**config.mk**
```make
export PLATFORM = sky130hd
export DESIGN_NAME = channel_bimap_snoop_table
export DESIGN_NICKNAME = d
export VERILOG_FILES = /design/src/rtl/core/cbst_pkg.sv /design/src/rtl/core/channel_bimap_snoop_table.sv
export SDC_FILE = /design/constraint.sdc
export NUM_CORES = 1
export LEC_CHECK = 0
export BUFFER_PORTS_ARGS = -buffer_cell sky130_fd_sc_hd__buf_2
export CAP_MARGIN = 20
export CORE_ASPECT_RATIO = 1.2
export CORE_MARGIN = 10
export CORE_UTILIZATION = 59
export DETAILED_ROUTE_END_ITERATION = 7
export GPL_TIMING_DRIVEN = 0
export PLACE_DENSITY = 0.78
export RECOVER_POWER = 50
export SYNTH_ARGS = -nofsm -noshare
export SYNTH_HDL_FRONTEND = slang
export SYNTH_SLANG_ARGS = --single-unit
export TNS_END_PERCENT = 1
```
**constraint.sdc**
```tcl
create_clock -name clk -period 6 [get_ports clk]
set_input_delay 1.8 -clock clk [delete_from_list [all_inputs] [get_ports clk]]
set_output_delay 1.8 -clock clk [all_outputs]
set_load 0.03 [all_outputs]
```
**src/rtl/core/cbst_pkg.sv**
```systemverilog
// Package with the constants and codes of the channel bimap snoop table.
package cbst_pkg;

    localparam int CHANNEL_COUNT = 24;
    localparam int CHAN_W        = $clog2(CHANNEL_COUNT);
    localparam int ANSWER_W      = 5;
    localparam int DATA_W        = 32;
    localparam int QUERY_W       = 8;

    localparam logic [1:0] MODE_WRITE = 2'd0;
    localparam logic [1:0] MODE_P2L   = 2'd1;
    localparam logic [1:0] MODE_L2P   = 2'd2;

    localparam logic [1:0] CFG_WINDOW_BASE = 2'd0;
    localparam logic [1:0] CFG_HOOK_PC_A   = 2'd1;
    localparam logic [1:0] CFG_HOOK_PC_B   = 2'd2;

    localparam logic [DATA_W-1:0] WINDOW_BASE_RST = 32'h8009_ba10;
    localparam logic [DATA_W-1:0] HOOK_PC_A_RST   = 32'h8004_33cc;
    localparam logic [DATA_W-1:0] HOOK_PC_B_RST   = 32'h8004_6764;

endpackage

```
**src/rtl/core/channel_bimap_snoop_table.sv**
```systemverilog
// Top level of the channel bimap snoop table.
// An accepted item is handled in two steps: in the accept cycle the two channel memories are
// read (one registered read port each); then, in ST_EXEC and once the output register is free or
// being emptied, the mapping is updated and the result is loaded into it; only then is a new item taken.
// The output register lets one finished result wait while the next item is accepted. Mapped
// state is held by a valid bit per entry, so both tables read as unmapped right after reset
// without any clearing pass. Configuration is written through cfg_we, cfg_index and cfg_data.
module channel_bimap_snoop_table
    import cbst_pkg::*;
(
    input  logic                clk,
    input  logic                rst_n,
    input  logic                cfg_we,
    input  logic [1:0]          cfg_index,
    input  logic [DATA_W-1:0]   cfg_data,
    input  logic                item_valid,
    output logic                item_ready,
    input  logic [1:0]          mode,
    input  logic [DATA_W-1:0]   write_address,
    input  logic [DATA_W-1:0]   write_value,
    input  logic [DATA_W-1:0]   cpu_pc,
    input  logic [QUERY_W-1:0]  query_index,
    output logic                result_valid,
    input  logic                result_ready,
    output logic                write_taken,
    output logic                answer_valid,
    output logic [ANSWER_W-1:0] answer_channel
);

    localparam logic ST_IDLE = 1'b0;
    localparam logic ST_EXEC = 1'b1;

    logic                     state_reg, state_next;
    logic [DATA_W-1:0]        window_base_reg, hook_pc_a_reg, hook_pc_b_reg;

    logic [CHANNEL_COUNT-1:0] p2l_v_reg, p2l_v_next;
    logic [CHANNEL_COUNT-1:0] l2p_v_reg, l2p_v_next;
    logic [CHAN_W-1:0]        p2l_mem [CHANNEL_COUNT];
    logic [CHAN_W-1:0]        l2p_mem [CHANNEL_COUNT];
    logic [CHAN_W-1:0]        p2l_rd_reg, l2p_rd_reg;

    logic [1:0]               mode_reg;
    logic                     taken_reg;
    logic [CHAN_W-1:0]        phys_reg;
    logic [CHAN_W-1:0]        logc_reg;
    logic                     logc_ok_reg;
    logic [CHAN_W-1:0]        q_reg;
    logic                     q_ok_reg;

    logic                     result_valid_reg, result_valid_next;
    logic                     write_taken_reg;
    logic                     answer_valid_reg;
    logic [ANSWER_W-1:0]      answer_channel_reg;

    logic                     accept;
    logic                     exec_fire;
    logic [DATA_W-1:0]        offset;
    logic                     in_window;
    logic                     hook_hit;
    logic [DATA_W-1:0]        logc_full;
    logic                     logc_ok;
    logic                     q_ok;
    logic [CHAN_W-1:0]        phys;
    logic [CHAN_W-1:0]        logc;
    logic                     p2l_re, l2p_re;
    logic [CHAN_W-1:0]        p2l_ra, l2p_ra;

    logic                     old_ok;
    logic                     oldp_ok;
    logic                     ans_valid;
    logic [CHAN_W-1:0]        ans_chan;

    assign item_ready     = (state_reg == ST_IDLE);
    assign accept         = item_valid && item_ready;
    assign exec_fire      = (state_reg == ST_EXEC) && (!result_valid_reg || result_ready);

    assign result_valid   = result_valid_reg;
    assign write_taken    = write_taken_reg;
    assign answer_valid   = answer_valid_reg;
    assign answer_channel = answer_channel_reg;

    // Decode of the incoming item and memory read addresses.
    assign offset    = write_address - window_base_reg;
    assign in_window = offset < DATA_W'(2 * CHANNEL_COUNT);
    assign hook_hit  = (cpu_pc == hook_pc_a_reg) || (cpu_pc == hook_pc_b_reg);
    assign logc_full = write_value - DATA_W'(1);
    assign logc_ok   = logc_full < DATA_W'(CHANNEL_COUNT);
    assign q_ok      = query_index < QUERY_W'(CHANNEL_COUNT);
    assign phys      = offset[CHAN_W:1];
    assign logc      = logc_full[CHAN_W-1:0];

    always_comb
    begin
        p2l_re = 1'b0;
        l2p_re = 1'b0;
        p2l_ra = phys;
        l2p_ra = logc;
        case (mode)
            MODE_WRITE:
            begin
                p2l_re = accept && in_window;
                l2p_re = accept && logc_ok;
            end
            MODE_P2L:
            begin
                p2l_ra = query_index[CHAN_W-1:0];
                p2l_re = accept && q_ok;
            end
            MODE_L2P:
            begin
                l2p_ra = query_index[CHAN_W-1:0];
                l2p_re = accept && q_ok;
            end
            default:
            begin
                p2l_re = 1'b0;
                l2p_re = 1'b0;
            end
        endcase
    end

    always_ff @(posedge clk)
    begin
        if (p2l_re)
        begin
            p2l_rd_reg <= p2l_mem[p2l_ra];
        end
        if (exec_fire && taken_reg && logc_ok_reg)
        begin
            p2l_mem[phys_reg] <= logc_reg;
        end
    end

    always_ff @(posedge clk)
    begin
        if (l2p_re)
        begin
            l2p_rd_reg <= l2p_mem[l2p_ra];
        end
        if (exec_fire && taken_reg && logc_ok_reg)
        begin
            l2p_mem[logc_reg] <= phys_reg;
        end
    end

    always_ff @(posedge clk)
    begin
        if (accept)
        begin
            mode_reg    <= mode;
            taken_reg   <= (mode == MODE_WRITE) && in_window && hook_hit;
            phys_reg    <= phys;
            logc_reg    <= logc;
            logc_ok_reg <= logc_ok;
            q_reg       <= query_index[CHAN_W-1:0];
            q_ok_reg    <= q_ok;
        end
        if (exec_fire)
        begin
            write_taken_reg    <= taken_reg;
            answer_valid_reg   <= ans_valid;
            answer_channel_reg <= ANSWER_W'(ans_chan);
        end
    end

    // The stale reverse entry is cleared first; when it is the entry about to be remapped,
    // its second stale clear must not happen.
    always_comb
    begin
        old_ok     = p2l_v_reg[phys_reg];
        oldp_ok    = l2p_v_reg[logc_reg] && !(old_ok && (p2l_rd_reg == logc_reg));
        p2l_v_next = p2l_v_reg;
        l2p_v_next = l2p_v_reg;
        if (exec_fire && taken_reg)
        begin
            if (old_ok)
            begin
                l2p_v_next[p2l_rd_reg] = 1'b0;
            end
            if (logc_ok_reg)
            begin
                if (oldp_ok)
                begin
                    p2l_v_next[l2p_rd_reg] = 1'b0;
                end
                p2l_v_next[phys_reg] = 1'b1;
                l2p_v_next[logc_reg] = 1'b1;
            end
            else
            begin
                p2l_v_next[phys_reg] = 1'b0;
            end
        end
    end

    always_comb
    begin
        ans_valid = 1'b0;
        ans_chan  = '0;
        case (mode_reg)
            MODE_P2L:
            begin
                ans_valid = q_ok_reg && p2l_v_reg[q_reg];
                ans_chan  = ans_valid ? p2l_rd_reg : '0;
            end
            MODE_L2P:
            begin
                ans_valid = q_ok_reg && l2p_v_reg[q_reg];
                ans_chan  = ans_valid ? l2p_rd_reg : '0;
            end
            default:
            begin
                ans_valid = 1'b0;
                ans_chan  = '0;
            end
        endcase
    end

    always_comb
    begin
        state_next = state_reg;
        case (state_reg)
            ST_IDLE:
            begin
                if (accept)
                begin
                    state_next = ST_EXEC;
                end
            end
            ST_EXEC:
            begin
                if (exec_fire)
                begin
                    state_next = ST_IDLE;
                end
            end
            default:
            begin
                state_next = ST_IDLE;
            end
        endcase
    end

    always_comb
    begin
        result_valid_next = result_valid_reg;
        if (exec_fire)
        begin
            result_valid_next = 1'b1;
        end
        else if (result_ready)
        begin
            result_valid_next = 1'b0;
        end
    end

    always_ff @(posedge clk or negedge rst_n)
    begin
        if (!rst_n)
        begin
            state_reg        <= ST_IDLE;
            result_valid_reg <= 1'b0;
            p2l_v_reg        <= '0;
            l2p_v_reg        <= '0;
            window_base_reg  <= WINDOW_BASE_RST;
            hook_pc_a_reg    <= HOOK_PC_A_RST;
            hook_pc_b_reg    <= HOOK_PC_B_RST;
        end
        else
        begin
            state_reg        <= state_next;
            result_valid_reg <= result_valid_next;
            p2l_v_reg        <= p2l_v_next;
            l2p_v_reg        <= l2p_v_next;
            if (cfg_we)
            begin
                case (cfg_index)
                    CFG_WINDOW_BASE: window_base_reg <= cfg_data;
                    CFG_HOOK_PC_A:   hook_pc_a_reg   <= cfg_data;
                    CFG_HOOK_PC_B:   hook_pc_b_reg   <= cfg_data;
                    default:         ;
                endcase
            end
        end
    end

`ifndef NO_ASSERTIONS
    a_bimap_balanced: assert property (@(posedge clk) disable iff (!rst_n)
        $countones(p2l_v_reg) == $countones(l2p_v_reg))
        else $error("Mapped entry counts of the two tables differ.");

    a_one_item_in_flight: assert property (@(posedge clk) disable iff (!rst_n)
        accept |=> !item_ready)
        else $error("A new item was taken while the previous one is still in work.");

    a_unmapped_answer_zero: assert property (@(posedge clk) disable iff (!rst_n)
        result_valid && !answer_valid |-> answer_channel == '0)
        else $error("An unmapped answer carries a nonzero channel.");

    a_taken_excludes_answer: assert property (@(posedge clk) disable iff (!rst_n)
        result_valid |-> !(write_taken && answer_valid))
        else $error("A result reports both a taken write and a query answer.");
`endif

endmodule
```
# Word level (Yosys, flattened, before mapping)
# Memories as Yosys holds them, arrays and structs flattened. A register that Yosys moved wholly into a read port is not among the register bits.
# Index checks and enable logic that the tools add are counted.
totals:
  register_bits: 173
  latchBits: 0
  mem_bits_rw: 240
  rom_bits: 0
  in_bits: 145
  output_inout_bits: 9
  elab_cells: 116
  memories: 2
classes:
  add_sub_neg: 2
  multipliers: 0
  n_div: 0
  n_lt_le_gt_ge: 12
  n_eq_ne: 9
  shift: 0
  n_mux: 38
  bitwise: 9
  reduce_logical: 27
mem_list:
  columns: ["memory", "depth", "word_bits", "read_ports", "rd_ports_with_merged_regs", "wr", "line", "rtl"]
  rows:
  - ["l2p_mem", 24, 5, 1, 1, 1, "channel_bimap_snoop_table.sv:39", "logic [CHAN_W-1:0] l2p_mem [CHANNEL_COUNT];"]
  - ["p2l_mem", 24, 5, 1, 1, 1, "channel_bimap_snoop_table.sv:38", "logic [CHAN_W-1:0] p2l_mem [CHANNEL_COUNT];"]
ops:
  columns: ["cell", "count"]
  rows:
  - ["24-bit 2-to-1 mux", 7]
  - ["24-bit AND", 3]
  - ["24-bit inverter", 3]
  - ["32-bit equality test", 2]
  - ["24-bit bitwise OR", 2]
  - ["32-bit by 5-bit < comparator with 1-bit output (second input constant)", 1]
  - ["32-bit by 6-bit < comparator with 1-bit output (second input constant)", 1]
  - ["32-bit by 1-bit subtractor with 32-bit output (second input constant)", 1]
  - ["32-bit subtractor", 1]
  - ["5-bit by 6-bit < comparator with 1-bit output (second input constant)", 5]
  - ["1-bit binary-select mux with 5-bit select", 4]
  - ["1-bit demux with 5-bit select", 4]
  - ["5-bit by 1-bit greater-or-equal comparator with 1-bit output (second input constant)", 4]
  - ["5-bit 2-to-1 mux", 4]
  - ["1-bit logical AND", 17]
  - ["1-bit 2-to-1 mux", 14]
  - ["5-bit case mux with 2 select lines", 1]
  - ["8-bit by 5-bit < comparator with 1-bit output (second input constant)", 1]
  - ["1-bit case mux with 2 select lines", 4]
  - ["2-bit by 1-bit equality test with 1-bit output (second input constant)", 3]
  - ["2-bit equality test (second input constant)", 3]
  - ["2-bit AND reduction", 3]
  - ["5-bit equality test", 1]
  - ["2-bit zero test", 2]
  - ["4 further kinds", 6]

# Longest topological paths before layout
depth:
  ltp_word: 11
  mapped_depth: 12
  depth_no_buf: 11

# Worst setup path before layout
# No wires, ideal clock.
synth_timing:
  kind: "input -> register"
  start: "in write_address[4]"
  end: "reg p2l_rd_reg[0], read port of p2l_mem, enable pin"
  setup_ps: 376
  arrival_time_ps: 4433
  required_ps: 5624
  path_slack_ps: 1191
  stages: 11
  n_path_buf: 1
  cell_sequence: "ha_1 -> clkbuf_1 -> a21oi_1 -> o21ai_0 -> a21oi_1 -> mux2_2 -> o21ba_2 -> a2111oi_0 -> and4_1 -> nand4_1 -> a211oi_1"
synth_via:
  elab_chain_len: 4
  word_cells_on_any_way: 5
  classes_between: "add/sub (1); order compare (1); mux (2); reduce/logical (1)"
synth_rtl:
  columns: ["item", "line", "rtl"]
  rows:
  - ["start, declared", "channel_bimap_snoop_table.sv:19", "input logic [DATA_W-1:0] write_address,"]
  - ["32-bit subtractor", "channel_bimap_snoop_table.sv:83", "assign offset = write_address - window_base_reg;"]
  - ["32-bit by 6-bit < comparator with 1-bit output", "channel_bimap_snoop_table.sv:84", "assign in_window = offset < DATA_W'(2 * CHANNEL_COUNT);"]
  - ["1-bit logical AND", "channel_bimap_snoop_table.sv:101", "p2l_re = accept && in_window;"]
  - ["1-bit case mux with 2 select lines", "channel_bimap_snoop_table.sv:98", "case (mode)"]
  - ["named net p2l_re", "channel_bimap_snoop_table.sv:65", "logic p2l_re, l2p_re;"]
  - ["end, declared", "channel_bimap_snoop_table.sv:40", "logic [CHAN_W-1:0] p2l_rd_reg, l2p_rd_reg;"]
# The timed path passes the listed nets, and every way through them passes these cells.
# A chain may end at the register's enable or synchronous reset.

# Final worst setup path
layout_timing:
  start: "in write_address[6]"
  end: "reg p2l_rd_reg[1], read port of p2l_mem, enable pin"
# The elaborated chain is that of the path after synthesis.

==> flow_summary_export.csv <==
group,metric,value,unit
status,status,"finished with violations",
status,violations,"max-capacitance violations, max-slew violations",
power,pwr-share-clk,0.335,
flow_run,drv_cap,1,
floorplan,coreArea,34800,sq um
power,powerDensity,337,nW/um^2
clock_network,cts.clk_slew.worst_paths,0.07,ns
global_route,overflow,0,
global_route,antenna_found_initial,13,
worst_setup_path,timing.rr.end,"p2l_rd_reg[1]",
power,p_seq_frac,0.453,
detailed_routing,via_per_inst,6.34,
floorplan,dieArea,43100,sq um
detailed_routing,dr.pass1.iters,7,
power,p_sw_frac,0.289,
min_path,worst_hold_path.num_cells,2,
yosys,ys_seq_elements,423,
place,dpl_cell_area,22100,sq um
worst_setup_path,path_class,"primary input to register",
timing,relSlewSlack,-1.48,
timing,tightestPinTransition,3.73,ns
yosys,yosysTopAreaCell,"edfxtp_1",
detailed_routing,vias,15100,
detailed_routing,wire_per_inst,23.8,microns
clock_network,cts_tree,"yes",
global_route,first_global_vias,15400,
worst_setup_path,cpMostUsedCell,"a21oi_1",
place,dp_slack,0.131,ns
min_path,hp-start,"window_base_reg[19]",
timing,hold_viol,0,
detailed_routing,drc_errors,0,
yosys,synth_area,20700,sq um
min_path,min_path_type,"register to register",
floorplan,ios,154,
clock_network,htreeDepth,2,
finish,top_regs,"l2p_mem x120, p2l_mem x120",
yosys,ys_types,68,
timing,fmax,0.188,GHz
detailed_routing,routed_wl,56600,microns
timing,hold_slack,0.518,ns
finish,layoutNonFillerInstCount,2376,
timing,finalSetupViolCount,0,
timing,period_needed,5.32,ns
finish,design_area,23500,sq um
power,total_power,7.92,mW
timing,worst_clock_skew,0.0134,ns
timing,setup_slack,0.680,ns
clock_network,clockBufferDepth,3,
place,globalplace.congestion,0.936,
place,hpwl,40700,microns
clock_network,ctsResizeCount,0,
worst_setup_path,required,6.19,ns
yosys,synthTopCellsByCount,"277 x edfxtp_1, 148 x o21ai_0, 147 x nand2_1",
clock_network,clock_tree.root_cell,"clkbuf_16",
power,internal_power,5.63,mW
timing,drv_slew,75,
detailed_routing,drt_iter0_markers,1497,
finish,nNetsFinal,2053,
finish,final_core_util,0.676,
worst_setup_path,reg2reg_slack,1.51,ns
clock_network,numClockSinks,423,
yosys,synth.avg_cell_area,12.4,sq um
yosys,yosys-top-cells-area,"edfxtp_1 40%, dfrtp_1 14%, mux4_2 6.2%",
clock_network,insertion_delay,0.56,ns
yosys,yosysTopAreaCellShare,0.401,
worst_setup_path,cp_slowest_cell,"a211oi_1",
yosys,postSynthCellCount,1675,
finish,drive_gt1_frac,0.207,
global_route,grt_max_degree,76,
worst_setup_path,cp-end-kind,"register",
floorplan,rows,75,
place,dp.cells,2292,
power,vdd_drop_max,0.307,mV
power,power.switching,2.29,mW
worst_setup_path,r2r-start,"window_base_reg[4]",
global_route,grt_use_total,0.262,
yosys,syn-num-nets,1854,
worst_setup_path,crit_path_max_fanout,7,
timing,fin_tns_setup,0,ns
power,leakage,8.46,nW
power,power_frac_comb,0.212,
floorplan,start_util,0.596,
place,port_buffers,153,
worst_setup_path,cp-start-kind,"primary input",
yosys,synth_flop_cell,"edfxtp_1",
timing,grt_setup_unrepaired,"false",
worst_setup_path,reg2reg_depth,12,
yosys,seq_area_frac_synth,0.579,
global_route,grt_pass1_wl,86700,microns
floorplan,die_h,225,microns
yosys,ys_async_sr_fraction,0.345,
clock_network,cts_buffers,40,
finish,syn2layout_area_growth,13.4,%
yosys,ys_warn_count,0,
floorplan,die_w,191,microns
yosys,yosysMostFrequentCell,"edfxtp_1",
worst_setup_path,cp_slowest_stage_delay,0.72,ns
clock_network,cts_hold_buf,0,
timing,fin_crit_sh,0.887,
clock_network,post_cts_buffers,0,
min_path,hold_end,"window_base_reg[19]",
detailed_routing,ant_nets,0,
worst_setup_path,crit_chain,"buf_2 > ha_1 > a21oi_1 > o21ai_0 > a21oi_1 > mux2_2 > o21ba_2 > a2111oi_0 > and4_1 > nand4_1 > a211oi_1",
worst_setup_path,cp.arrival,5.51,ns
yosys,synth_edf_count,277,
cells in the final DEF (no fill, tap or decap), drive strengths merged, types with 57 or more instances in the layout:
cell,netlist,final
edfxtp,277,277
buf,13,155
o21ai,152,152
nand2,147,147
clkbuf,79,140
dfrtp,117,117
nor2,94,94
mux2,79,79
xnor2,73,73
a21oi,64,64
mux4,57,57
cells by family after synthesis:
logic type | synth area share
buffers and inverters | 0.0261
flip-flops | 0.579
multiplexers | 0.113
AND/OR/NAND/NOR | 0.101
XOR/XNOR | 0.0372
AO/OA/AOI/OAI | 0.123
adder cells (fa/ha/maj) | 0.0209
worst max-delay path by stage:
stage | startpoint | endpoint | cells past startpoint
2_1_floorplan | write_address[4] | p2l_rd_reg[0] | 11
3_3_place_gp | write_address[6] | p2l_rd_reg[1] | 11
3_5_place_dp | write_address[6] | p2l_rd_reg[0] | 11
4_1_cts | write_address[6] | p2l_rd_reg[1] | 11
5_1_grt | write_address[17] | p2l_rd_reg[1] | 12
6_report | write_address[6] | p2l_rd_reg[1] | 11
per-layer routing:
layer / track usage / wire length, microns / vias up
li1: - / - / 6755
met5: 0 / 66 / -
met4: 0.116 / 2410 / 10
met3: 0.0596 / 4960 / 152
met1: 0.315 / 21000 / 7345
met2: 0.443 / 28100 / 813
power groups by stage:
stage	combinational (mW)	clock (mW)	sequential, mW
after floorplan	1.16	0	3.58
after global routing	1.83	2.78	3.61
final	1.68	2.66	3.59
after global placement	1.60	0	3.64
after CTS	1.65	2.67	3.59
after detailed placement	1.64	0	3.65
area by class of cell:
cell class / count / area (sq um)
Buffer: 92 / 353
Clock buffer: 48 / 1050
Clock inverter: 26 / 324
Multi-Input combinational cell: 1110 / 8200
Inverter: 50 / 188
Tap cell: 462 / 578
Fill cell: 2495 / 11300
Antenna cell: 8 / 20.0
Sequential cell: 423 / 12000
Timing Repair Buffer: 157 / 803
critical path, delay by kind of cell:
kind,cells,cell delay [ns]
fa+ha+maj,1,0.36
simple gates,2,0.52
buf+inv,1,0.12
compound gates,6,2.30
mux,1,0.40
Note: power is estimated with default switching activity, not from simulation.
